`src/hw/rtl/shlex_pkg.sv`:
```
package shlex_pkg;

    localparam int KIND_W  = 4;
    localparam int START_W = 10;
    localparam int LEN_W   = 11;
    localparam int INDEX_W = 7;

    localparam logic [KIND_W-1:0] K_END     = 4'd0;
    localparam logic [KIND_W-1:0] K_ARG     = 4'd1;
    localparam logic [KIND_W-1:0] K_ROUT    = 4'd2;
    localparam logic [KIND_W-1:0] K_APPEND  = 4'd3;
    localparam logic [KIND_W-1:0] K_RIN     = 4'd4;
    localparam logic [KIND_W-1:0] K_HEREDOC = 4'd5;
    localparam logic [KIND_W-1:0] K_PIPE    = 4'd6;
    localparam logic [KIND_W-1:0] K_OR      = 4'd7;
    localparam logic [KIND_W-1:0] K_AND     = 4'd8;
    localparam logic [KIND_W-1:0] K_SEP     = 4'd9;

    typedef struct packed {
        logic                  last;
        logic                  truncated;
        logic [INDEX_W-1:0]    token_index;
        logic [LEN_W-1:0]      token_length;
        logic [START_W-1:0]    start_offset;
        logic [KIND_W-1:0]     kind;
    } result_t;

endpackage

```
`src/hw/rtl/shlex_rq.sv`:
```
module shlex_rq (
    input  logic                clk,
    input  logic                rst_n,
    input  logic [1:0]          push_count,
    input  shlex_pkg::result_t  push_data0,
    input  shlex_pkg::result_t  push_data1,
    output logic                room2,
    output logic                out_valid,
    input  logic                out_ready,
    output shlex_pkg::result_t  out_data
);

    shlex_pkg::result_t mem [4];
    logic [1:0] wr_ptr_reg, wr_ptr_next;
    logic [1:0] rd_ptr_reg, rd_ptr_next;
    logic [2:0] count_reg, count_next;
    logic       pop;

    assign room2     = (count_reg <= 3'd2);
    assign out_valid = (count_reg != 3'd0);
    assign out_data  = mem[rd_ptr_reg];
    assign pop       = out_valid && out_ready;

    always_comb
    begin
        wr_ptr_next = wr_ptr_reg + push_count;
        rd_ptr_next = rd_ptr_reg + {1'b0, pop};
        count_next  = count_reg + {1'b0, push_count} - {2'b00, pop};
    end

    always_ff @(posedge clk)
    begin
        if (push_count != 2'd0)
        begin
            mem[wr_ptr_reg] <= push_data0;
        end
        if (push_count == 2'd2)
        begin
            mem[wr_ptr_reg + 2'd1] <= push_data1;
        end
    end

    always_ff @(posedge clk or negedge rst_n)
    begin
        if (!rst_n)
        begin
            wr_ptr_reg <= '0;
            rd_ptr_reg <= '0;
            count_reg  <= '0;
        end
        else
        begin
            wr_ptr_reg <= wr_ptr_next;
            rd_ptr_reg <= rd_ptr_next;
            count_reg  <= count_next;
        end
    end

endmodule

```
`src/hw/rtl/shell_command_line_lexer_core.sv`:
```
// An accepted byte is registered, and its results then go into the result queue,
// which drives the master side. Throughput: one byte per cycle while the queue has
// room for two results; a byte with two tokens puts both in the single-read queue.
// Reset (rst_n low, async): line state, token count and result queue clear;
// pending results are dropped.
module shell_command_line_lexer_core #(
    parameter int MAX_TOKENS = 64,
    parameter int MAX_LINE   = 1024
) (
    input  logic        clk,
    input  logic        rst_n,
    input  logic        s_tvalid,
    output logic        s_tready,
    input  logic [7:0]  s_tdata,   // [7:0] char_byte
    input  logic        s_tlast,   // end_of_line
    output logic        m_tvalid,
    input  logic        m_tready,
    output logic [39:0] m_tdata,   // [3:0] kind, [13:4] start_offset,
                                   // [24:14] token_length, [31:25] token_index,
                                   // [32] truncated, [39:33] zero
    output logic        m_tlast    // last
);

    localparam int PW = $clog2(MAX_LINE + 1);
    localparam int SW = $clog2(MAX_LINE);
    localparam int CW = $clog2(MAX_TOKENS + 1);

    localparam logic [2:0] OP_NONE = 3'd0;
    localparam logic [2:0] OP_GT   = 3'd1;
    localparam logic [2:0] OP_LT   = 3'd2;
    localparam logic [2:0] OP_BAR  = 3'd3;
    localparam logic [2:0] OP_AMP  = 3'd4;

    logic          in_valid_reg;
    logic [7:0]    in_byte_reg;
    logic          in_eol_reg;
    logic          room2;
    logic          proc;

    logic [PW-1:0] pos_reg, pos_next;
    logic          arg_open_reg, arg_open_next;
    logic [SW-1:0] arg_start_reg, arg_start_next;
    logic [2:0]    pend_reg, pend_next;
    logic [SW-1:0] op_start_reg, op_start_next;
    logic [CW-1:0] count_reg, count_next;
    logic          ovf_reg, ovf_next;

    logic          is_space, is_semi;
    logic [2:0]    op;
    logic          consumed;
    logic [SW-1:0] p_s;

    logic                          cand_v     [4];
    logic                          cand_end   [4];
    logic [shlex_pkg::KIND_W-1:0]  cand_kind  [4];
    logic [shlex_pkg::START_W-1:0] cand_start [4];
    logic [shlex_pkg::LEN_W-1:0]   cand_len   [4];

    shlex_pkg::result_t res0, res1, slot;
    logic [1:0]         n_res;
    shlex_pkg::result_t q_out;

    assign proc     = in_valid_reg && room2;
    assign s_tready = !in_valid_reg || proc;

    always_ff @(posedge clk or negedge rst_n)
    begin
        if (!rst_n)
        begin
            in_valid_reg <= 1'b0;
        end
        else if (s_tready)
        begin
            in_valid_reg <= s_tvalid;
        end
    end

    always_ff @(posedge clk)
    begin
        if (s_tvalid && s_tready)
        begin
            in_byte_reg <= s_tdata;
            in_eol_reg  <= s_tlast;
        end
    end

    always_comb
    begin
        is_space = (in_byte_reg == 8'h20) || (in_byte_reg == 8'h09) || (in_byte_reg == 8'h0A);
        is_semi  = (in_byte_reg == 8'h3B);
        unique case (in_byte_reg)
            8'h3E:   op = OP_GT;
            8'h3C:   op = OP_LT;
            8'h7C:   op = OP_BAR;
            8'h26:   op = OP_AMP;
            default: op = OP_NONE;
        endcase
    end

    assign p_s = SW'(pos_reg);

    // Candidate tokens in emit order: pending operator, closed argument,
    // separator, terminator.
    always_comb
    begin
        for (int i = 0; i < 4; i++)
        begin
            cand_v[i]     = 1'b0;
            cand_end[i]   = 1'b0;
            cand_kind[i]  = shlex_pkg::K_END;
            cand_start[i] = '0;
            cand_len[i]   = '0;
        end
        consumed       = 1'b0;
        pos_next       = pos_reg;
        arg_open_next  = arg_open_reg;
        arg_start_next = arg_start_reg;
        pend_next      = pend_reg;
        op_start_next  = op_start_reg;

        cand_start[0] = shlex_pkg::START_W'(op_start_reg);
        cand_start[1] = shlex_pkg::START_W'(arg_start_reg);
        cand_len[1]   = shlex_pkg::LEN_W'(pos_reg - PW'(arg_start_reg));
        cand_kind[1]  = shlex_pkg::K_ARG;
        cand_start[2] = shlex_pkg::START_W'(p_s);
        cand_len[2]   = shlex_pkg::LEN_W'(1);
        cand_kind[2]  = shlex_pkg::K_SEP;
        cand_end[3]   = 1'b1;

        unique case (pend_reg)
            OP_GT:   cand_kind[0] = shlex_pkg::K_ROUT;
            OP_LT:   cand_kind[0] = shlex_pkg::K_RIN;
            OP_BAR:  cand_kind[0] = shlex_pkg::K_PIPE;
            default: cand_kind[0] = shlex_pkg::K_AND;
        endcase
        cand_len[0] = shlex_pkg::LEN_W'(1);

        if (in_eol_reg)
        begin
            cand_v[1]      = arg_open_reg;
            cand_v[0]      = (pend_reg != OP_NONE);
            cand_v[3]      = 1'b1;
            pos_next       = '0;
            arg_open_next  = 1'b0;
            arg_start_next = '0;
            pend_next      = OP_NONE;
            op_start_next  = '0;
        end
        else if (pos_reg < PW'(MAX_LINE))
        begin
            if (pend_reg == OP_AMP)
            begin
                cand_v[0] = 1'b1;
                if (!is_space)
                begin
                    cand_len[0] = shlex_pkg::LEN_W'(2);
                    consumed    = 1'b1;
                end
                pend_next = OP_NONE;
            end
            else if (pend_reg != OP_NONE)
            begin
                cand_v[0] = 1'b1;
                if (op == pend_reg)
                begin
                    cand_len[0] = shlex_pkg::LEN_W'(2);
                    unique case (pend_reg)
                        OP_GT:   cand_kind[0] = shlex_pkg::K_APPEND;
                        OP_LT:   cand_kind[0] = shlex_pkg::K_HEREDOC;
                        default: cand_kind[0] = shlex_pkg::K_OR;
                    endcase
                    consumed = 1'b1;
                end
                pend_next = OP_NONE;
            end
            if (!consumed)
            begin
                if (is_space || is_semi || (op != OP_NONE))
                begin
                    cand_v[1]     = arg_open_reg;
                    arg_open_next = 1'b0;
                    cand_v[2]     = is_semi;
                    if (op != OP_NONE)
                    begin
                        pend_next     = op;
                        op_start_next = p_s;
                    end
                end
                else if (!arg_open_reg)
                begin
                    arg_open_next  = 1'b1;
                    arg_start_next = p_s;
                end
            end
            pos_next = pos_reg + PW'(1);
        end
    end

    always_comb
    begin
        count_next = count_reg;
        ovf_next   = ovf_reg;
        n_res      = 2'd0;
        res0       = '0;
        res1       = '0;
        for (int i = 0; i < 4; i++)
        begin
            slot              = '0;
            slot.kind         = cand_kind[i];
            slot.start_offset = cand_start[i];
            slot.token_length = cand_len[i];
            slot.token_index  = shlex_pkg::INDEX_W'(count_next);
            slot.truncated    = ovf_next;
            if (cand_v[i])
            begin
                if (cand_end[i] || (count_next < CW'(MAX_TOKENS)))
                begin
                    if (n_res == 2'd0)
                    begin
                        res0 = slot;
                    end
                    else
                    begin
                        res1 = slot;
                    end
                    n_res = n_res + 2'd1;
                    if (!cand_end[i])
                    begin
                        count_next = count_next + CW'(1);
                    end
                end
                else
                begin
                    ovf_next = 1'b1;
                end
            end
        end
        if (n_res == 2'd1)
        begin
            res0.last = 1'b1;
        end
        if (n_res == 2'd2)
        begin
            res1.last = 1'b1;
        end
        if (in_eol_reg)
        begin
            count_next = '0;
            ovf_next   = 1'b0;
        end
    end

    always_ff @(posedge clk or negedge rst_n)
    begin
        if (!rst_n)
        begin
            pos_reg       <= '0;
            arg_open_reg  <= 1'b0;
            arg_start_reg <= '0;
            pend_reg      <= OP_NONE;
            op_start_reg  <= '0;
            count_reg     <= '0;
            ovf_reg       <= 1'b0;
        end
        else if (proc)
        begin
            pos_reg       <= pos_next;
            arg_open_reg  <= arg_open_next;
            arg_start_reg <= arg_start_next;
            pend_reg      <= pend_next;
            op_start_reg  <= op_start_next;
            count_reg     <= count_next;
            ovf_reg       <= ovf_next;
        end
    end

    shlex_rq u_rq (
        .clk        (clk),
        .rst_n      (rst_n),
        .push_count (proc ? n_res : 2'd0),
        .push_data0 (res0),
        .push_data1 (res1),
        .room2      (room2),
        .out_valid  (m_tvalid),
        .out_ready  (m_tready),
        .out_data   (q_out)
    );

    assign m_tdata = {7'd0, q_out.truncated, q_out.token_index, q_out.token_length,
                      q_out.start_offset, q_out.kind};
    assign m_tlast = q_out.last;

endmodule
```
`config.mk`:
```
export PLATFORM = sky130hd
export DESIGN_NAME = shell_command_line_lexer_core
export DESIGN_NICKNAME = d
export VERILOG_FILES = /design/src/hw/rtl/shlex_pkg.sv /design/src/hw/rtl/shlex_rq.sv /design/src/hw/rtl/shell_command_line_lexer_core.sv
export SDC_FILE = /design/constraint.sdc
export NUM_CORES = 1
export LEC_CHECK = 0
export BUFFER_PORTS_ARGS = -buffer_cell sky130_fd_sc_hd__buf_2
export CAP_MARGIN = 25
export CORE_UTILIZATION = 24
export DETAILED_ROUTE_END_ITERATION = 10
export PLACE_DENSITY_LB_ADDON = 0.1
export SYNTH_ARGS = -nofsm -noshare
export SYNTH_HDL_FRONTEND = slang
export SYNTH_SLANG_ARGS = --single-unit
export TNS_END_PERCENT = 100
```
`constraint.sdc`:
```
create_clock -name clk -period 4.6 [get_ports clk]
set_input_delay 0.92 -clock clk [delete_from_list [all_inputs] [get_ports clk]]
set_output_delay 0.92 -clock clk [all_outputs]
set_load 0.01 [all_outputs]
```
==> metrics.md, run 1 <==
| Metric | Value |
|---|---|
| Rows | 77 |
| Seq pwr share | 35.2% |
| CTS Buf Count | 17 |
| Vias per cell | 4.90 |
| Post-synth ARST share | 26.0% |
| Post-synthesis mux area share | 8.57% |
| Achievable Freq | 0.227 GHz |
| Kind of critical path | register to register |
| Crit path from | in_byte_reg[0] |
| Mapped cell area | 11,000 sq um |
| Final WL | 35,600 um |
| Fin cells | 1,692 |
| Clock Power Share | 22.5% |
| Gate Count Post-Synth | 994 |
| Final worst path period need | 4.40 ns |
| Sink Count | 196 |
| Core Area | 44,600 sq um |
| Switching power | 2920 uW |
| Outcome | complete, no violations |
| Number of global-route vias before repair | 8,402 |
| Slew Viols, Final | 0 |
| GPL Wtd Cong | 0.805 |
| Post-DP HPWL | 26,200 um |
| Setup crit end | u_rq.mem[1][9] |
| PwrDens | 539 nW/um^2 |
| Post-synthesis sequential area ratio | 50.6% |
| Bufs and invs on worst path | 3 |
| Synth Area per Inst | 11.0 sq um |
| #FFs+latches synth | 196 |
| R2R cell count | 17 |
| Antenna violations before repair | 0 |
| Syn. warnings | 0 |
| Grt total ovfl | 0 |
| Core Util, Final | 29.3% |
| Layout cell share with drive strength beyond 1 | 23.1% |
| Synthesized-area fraction occupied by and/or/nand/nor cells | 14.3% |
| Reg2reg setup slack | 0.20 ns |
| Via Count | 8,287 |
| Setup Skew | 0.0161 ns |
| Leakage power | 0.00462 uW |
| Synth Flop Type | edfxtp_1 |
| Int Power | 4110 uW |
| Post-Synth Adder-Cell Area | 3.33% |
| Critical path's slowest cell | edfxtp_1 |
| First-pass GRT wire length | 54,200 um |
| Fin. Hold Viols | 0 |
| Initial drt markers | 549 |
| Worst path depth | 17 |
| DIE HEIGHT | 216 um |
| R2R Path Start | in_byte_reg[0] |
| Critical Path, Cell by Cell | buf_4, or3_1, a21o_1, a311o_1, o211ai_1, buf_4, nand3_1, a21boi_2, ha_1, and3_1, nor2_1, ha_1, nand2b_1, o31a_2, o211ai_2, buf_4, o22ai_1 |
| Main combinational cell family by area after synthesis | compound AO/OA/AOI/OAI gates |
| Worst hold-check path type | input pin to asynchronous set/reset pin |
| Number of port buffers | 48 |
| Post-Synth XOR/XNOR Area | 2.79% |
| Final setup violating endpoints | 0 |
| Drt first pass iters | 5 |
| Global Route Usage Sum | 15.6% |
| Post-Place Setup Slack | 0.0108 ns |
| CP top delay family | compound AO/OA/AOI/OAI gates |
| Layout Area Growth over Synthesis | 19.0% |
| Cell variety after synth | 81 |
| Switching Fraction | 41.6% |
| Final nets | 1,128 |
| Placed Instances | 1,654 |
| Die width | 216 um |
| Clock latency on the worst-skew pair | 0.47 ns |
| Worst setup EP type | register |
| Compound-Gate Fraction of Synth Area | 15.9% |
| Req. time, crit path | 4.79 ns |
| CTS Root Cell | clkbuf_16 |
| CP arrival | 4.58 ns |
| Clk slew on worst S/H paths | 0.09 ns |
| TritonCTS clock tree | yes |
| Most used cell along the critical path | buf_4 |
| Number of synthesized flops with an enable pin | 137 |
| Clk buf depth | 2 |
| Fill count | 4,654 |
| # IOs | 56 |
| Starting Density | 24.6% |
| Setup TNS | 0 ns |
| CP Launch Type | register |
| Wire per inst | 21.0 um |
| Worst-Margin Slew | 1.01 ns |
| Antenna cells | 0 |
| Final period util | 95.6% |
| Maximum vdd drop | 239 uV |
| CP Max Fanout | 9 |
| Max reg flops | 136 |
| Htree depth | 4 |
| Number of remaining DRC errors | 0 |
| Max incr delay on CP | 0.42 ns |
| Final WS setup | 0.204 ns |
| Capturing point of the worst reg2reg path | u_rq.mem[1][9] |
| Final ANT Viol Nets | 0 |
| Max_cap viols | 0 |
| Relative slew slack | 32.6% |
| Comb power frac | 42.3% |
| Die area | 46,600 sq um |
| Largest net degree at the start of global routing | 37 |
power groups by stage:
stage / logic [uW] / clock network [uW] / registers [uW]
6_report: 2970 / 1580 / 2470
5_1_grt: 3270 / 1700 / 2520
4_1_cts: 2980 / 1630 / 2490
3_5_place_dp: 2970 / 0 / 2530
3_3_place_gp: 2980 / 0 / 2530
2_1_floorplan: 1970 / 0 / 2320
placed cells by master, fill, tap and decap left out, drive strengths merged, types with 5 or more instances in the layout:
cell and instances:
xnor2 24, dfrtp 51, nor3 22, nor2 77, a221o 11, ha 26, nor2b 13, a31oi 6
and2 10, nand3 38, a22oi 6, and3 8, o211ai 20, buf 136, dfxtp 8, a21oi 25
xor2 11, inv 51, mux2i 5, o21ai 56, edfxtp 137, o31ai 7, nand2b 14, conb 7
nand4 6, nand2 81, mux2 11, o22ai 95, mux4 34, or3 8, or2 5, clkbuf 18
timing repair:
item | in CTS | in global routing
gates resized for setup | 1 | 13
endpoints found under the setup margin | 9 | 244
pin swaps | 0 | 2
hold endpoints to repair | 0 | 0
gates cloned | 0 | 1
buffers inserted | 0 | 5
hold buffers | 0 | 0
how the worst min path moves through the flow:
stage                                end  slack [ns]  cells after the start           start
final                       count_reg[6]        0.40                      1           rst_n
after global routing        count_reg[6]        0.42                      1           rst_n
after CTS                   count_reg[6]        0.40                      1           rst_n
after detailed placement  u_rq.mem[2][1]        0.44                      1  u_rq.mem[2][1]
after global placement    u_rq.mem[0][1]        0.46                      2  u_rq.mem[0][1]
after floorplan           u_rq.mem[2][1]        0.43                      1  u_rq.mem[2][1]
synthesized netlist by cell type, types with 5 or more instances:
library cell  count  area (sq um)
a21oi_1          25           125
a221o_1          11           110
a22oi_1           6          45.0
a31oi_1           6          37.5
and2_1            9          56.3
and3_1            8          50.1
buf_2            16          80.1
buf_4             9          67.6
clkbuf_1         35           131
dfrtp_1          51          1280
dfxtp_1           8           160
edfxtp_1        137          4110
ha_1             26           325
inv_1            39           146
mux2_2           11           124
mux2i_1           5          50.1
mux4_2           34           766
nand2_1          81           304
nand2b_1         14          87.6
nand3_1          37           185
nand4_1           6          37.5
nor2_1           76           285
nor2b_1          13          81.3
nor3_1           19          95.1
o211ai_1         17           128
o21ai_0          51           255
o21ai_1           5          25.0
o22ai_1          95           594
o31ai_1           7          52.6
or3_1             7          43.8
xnor2_1          24           210
xor2_1           11          96.3
layout make-up:
class	count	area, sq um	area share (%)
sequential	196	5550	42.6
timing repair buffer	137	978	7.50
clock buffer	17	425	3.26
clock inverter	15	188	1.44
inverter	41	158	1.21
tap	592	741	5.68
multi-input combinational	694	5010	38.4
kinds of logic after synthesis:
family / count (synthesis)
other: 1
xor gates and xnor gates: 35
and+or+nand+nor: 311
AOI/OAI and AO/OA: 263
muxes: 50
DFF: 196
buffers and inverters: 110
adders and majority gates: 28
stage by stage:
stage	instance area [sq um]	hold WS, ns	power, uW
after detailed placement	12300	0.443	5500
after global routing	13100	0.417	7500
after CTS	12900	0.396	7100
after global placement	12300	0.457	5510
after floorplan	11000	0.427	4290
final	13100	0.403	7030
worst reg2reg max path, stage by stage, from the launching register on:
cell and delay, ns:
edfxtp_1 0.42, buf_4 0.18, or3_1 0.36, a21o_1 0.20, a311o_1 0.35, o211ai_1 0.08
buf_4 0.17, nand3_1 0.10, a21boi_2 0.18, ha_1 0.29, and3_1 0.19, nor2_1 0.05
ha_1 0.30, nand2b_1 0.18, o31a_2 0.38, o211ai_2 0.28, buf_4 0.31, o22ai_1 0.10
per-layer routing:
metal	wire length, um	part of all wire [%]	vias to the layer above	global-route usage (%)
met5	0	0	-	0
met4	446	1.3	0	3.90
met3	1110	3.1	23	2.55
met2	16400	46	156	24.5
met1	17700	50	4133	22.2
li1	-	-	3975	-
No activity file was read; power rests on OpenSTA's default activity.
==> run 2, diff against run 1 <==
==> constraint.sdc (replaced) <==
create_clock -name clk -period 4.6 [get_ports clk]
set_input_delay 0.69 -clock clk [delete_from_list [all_inputs] [get_ports clk]]
set_output_delay 0.69 -clock clk [all_outputs]
set_load 0.1 [all_outputs]
==> run 2 against run 1 <==
Against the previous run: sequential share of layout area up 0.20 points; global-route usage up 0.19 points; combinational power up 47%; clock-buffer cell count unchanged; flip-flop and latch count unchanged; clock power about the same; die area unchanged; first-iteration DRC count down 9.5%; worst hold slack worse by 0.22 ns; non-clock buffer count down 4; total power up 20%; critical endpoint is now u_rq.mem[0][32].
==> metrics.md, run 2 (same netlist as run 1, synthesis figures left out) <==
| Metric | Value |
|---|---|
| Worst hold-check path type | input pin to asynchronous set/reset pin |
| Max reg flops | 136 (unchanged) |
| Max_cap viols | 0 (unchanged) |
| Grt total ovfl | 0 (unchanged) |
| Layout cell share with drive strength beyond 1 | 22.7% (-0.37 points) |
| Achievable Freq | 0.226 GHz (-0.70%) |
| GPL Wtd Cong | 0.820 (+1.9%) |
| CTS Root Cell | clkbuf_16 |
| Worst setup EP type | register |
| PwrDens | 649 nW/um^2 (+20%) |
| First-pass GRT wire length | 54,600 um (+0.64%) |
| Core Area | 44,600 sq um (unchanged) |
| CP arrival | 4.60 ns (+0.02 ns) |
| Req. time, crit path | 4.77 ns (-0.02 ns) |
| Clk buf depth | 2 (unchanged) |
| CP Max Fanout | 34 (+25) |
| DIE HEIGHT | 216 um (unchanged) |
| Outcome | complete, no violations |
| Post-Place Setup Slack | 0.0899 ns (+0.0791 ns) |
| Kind of critical path | register to register |
| Core Util, Final | 29.1% (-0.13 points) |
| Via Count | 8,285 (-0.024%) |
| Setup TNS | 0 ns (unchanged) |
| Slew Viols, Final | 0 (unchanged) |
| Rows | 77 (unchanged) |
| Sink Count | 196 (unchanged) |
| Global Route Usage Sum | 15.8% (+0.19 points) |
| Drt first pass iters | 5 (unchanged) |
| Final WL | 35,700 um (+0.36%) |
| R2R Path Start | in_byte_reg[0] |
| Setup Skew | 0.0189 ns (+0.00280 ns) |
| Final nets | 1,124 (-0.35%) |
| Antenna violations before repair | 0 (unchanged) |
| Die width | 216 um (unchanged) |
| Starting Density | 24.6% (unchanged) |
| Layout Area Growth over Synthesis | 18.5% |
| Final ANT Viol Nets | 0 (unchanged) |
| Maximum vdd drop | 575 uV (+140%) |
| Vias per cell | 4.91 (+0.21%) |
| Htree depth | 4 (unchanged) |
| Largest net degree at the start of global routing | 41 (+11%) |
| Placed instance area | 12,300 sq um (about the same) |
| Die area | 46,600 sq um (unchanged) |
| Post-DP HPWL | 26,200 um (+0.11%) |
| Worst-Margin Slew | 1.01 ns (-0.00198 ns) |
| Antenna cells | 0 (unchanged) |
| Initial drt markers | 497 (-9.5%) |
| Commonest non-fill, non-tap cell in the layout | edfxtp_1 |
| CP Launch Type | register |
| Fill count | 4,613 (-0.88%) |
| Reg2reg setup slack | 0.17 ns (-0.03 ns) |
| Final setup violating endpoints | 0 (unchanged) |
| Final WS setup | 0.173 ns (-0.0312 ns) |
| Final worst path period need | 4.43 ns (+0.0312 ns) |
| Final period util | 96.2% (+0.68 points) |
| Leakage power | 0.00458 uW (-0.83%) |
| TritonCTS clock tree | yes |
| # IOs | 56 (unchanged) |
| Clock latency on the worst-skew pair | 0.49 ns (+0.02 ns) |
| Number of port buffers | 48 (unchanged) |
| Fin. Hold Viols | 0 (unchanged) |
| Wire per inst | 21.2 um (+0.60%) |
| Number of global-route vias before repair | 8,337 (-0.77%) |
| CTS Buf Count | 17 (unchanged) |
| Post-route cell area | 13,000 sq um (-0.44%) |
| Clk slew on worst S/H paths | 0.08 ns (about the same) |
| Crit path from | in_byte_reg[0] |
| Most frequent cells in the layout | edfxtp_1, o22ai_1, buf_4, nand2_1, nor2_1 |
| Relative slew slack | 32.7% (+0.13 points) |
| Pwr Total | 8430 uW (+20%) |
| Number of remaining DRC errors | 0 (unchanged) |
run 2: changes by cell type in the layout (fill, tap and decap cells not counted), sizes merged:
cell | previous run | this run
inv | 51 | 47
buf | 136 | 132
bufinv | 0 | 1
clkinv | 3 | 6
run 2: area by class of cell:
class | count | area (sq um) | share of cell area (%)
Multi-Input combinational cell | 694 | 4990 | 38.4
Timing Repair Buffer | 133 | 942 | 7.25
Clock buffer | 17 | 425 | 3.27
Inverter | 41 | 158 | 1.21
Clock inverter | 15 | 184 | 1.42
Sequential cell | 196 | 5550 | 42.7
Tap cell | 592 | 741 | 5.70
run 2: worst paths after layout:
path | end | cells past startpoint
setup reg to reg | u_rq.mem[0][32] | 16
max in group asynchronous | pend_reg[0] | 2
hold / removal | pos_reg[8] | 1
setup / recovery | u_rq.mem[0][32] | 16
hold reg to reg | u_rq.mem[2][1] | 1
min in group clk | in_byte_reg[2] | 1
run 2: metal layers:
layer / vias to the layer above / global-route usage, % / routed length [um]
met5: - / 0 / 0
met4: 0 / 4.92 / 450
met3: 27 / 2.65 / 1030
met2: 145 / 24.5 / 16500
met1: 4140 / 22.3 / 17800
li1: 3973 / - / -
run 2: what timing repair did:
item | 4_1_cts | 5_1_grt
gates resized for setup | 0 | 7
hold buffers | 0 | 0
endpoints found under the setup margin | 0 | 246
setup buffers | 0 | 5
hold endpoints to repair | 0 | 0
run 2: report_power, final:
| part | switching [uW] | internal, uW | total, uW |
|---|---|---|---|
| Sequential | 301 | 2180 | 2480 |
| Combinational | 3200 | 1170 | 4370 |
| Clock | 799 | 779 | 1580 |
| Total | 4300 | 4130 | 8430 |
run 2: through the flow:
step	hold WS, ns	cells
after floorplan	0.394	1000
after global placement	0.456	1651
after detailed placement	0.449	1651
after CTS	0.176	1683
after global routing	0.214	1688
final	0.187	1688
run 2: critical path, stage by stage, from the launching register on:
cell and delay [ns]:
edfxtp_1 0.46, buf_4 0.18, or4_1 0.52, a311o_1 0.36, o211ai_1 0.10, buf_4 0.17, nand3_1 0.09, a21boi_1 0.16
ha_1 0.30, and3_1 0.18, nor2_1 0.06, ha_1 0.32, nand2b_1 0.15, o31a_2 0.24, o211ai_2 0.36, nand2_2 0.20
buf_12 0.26
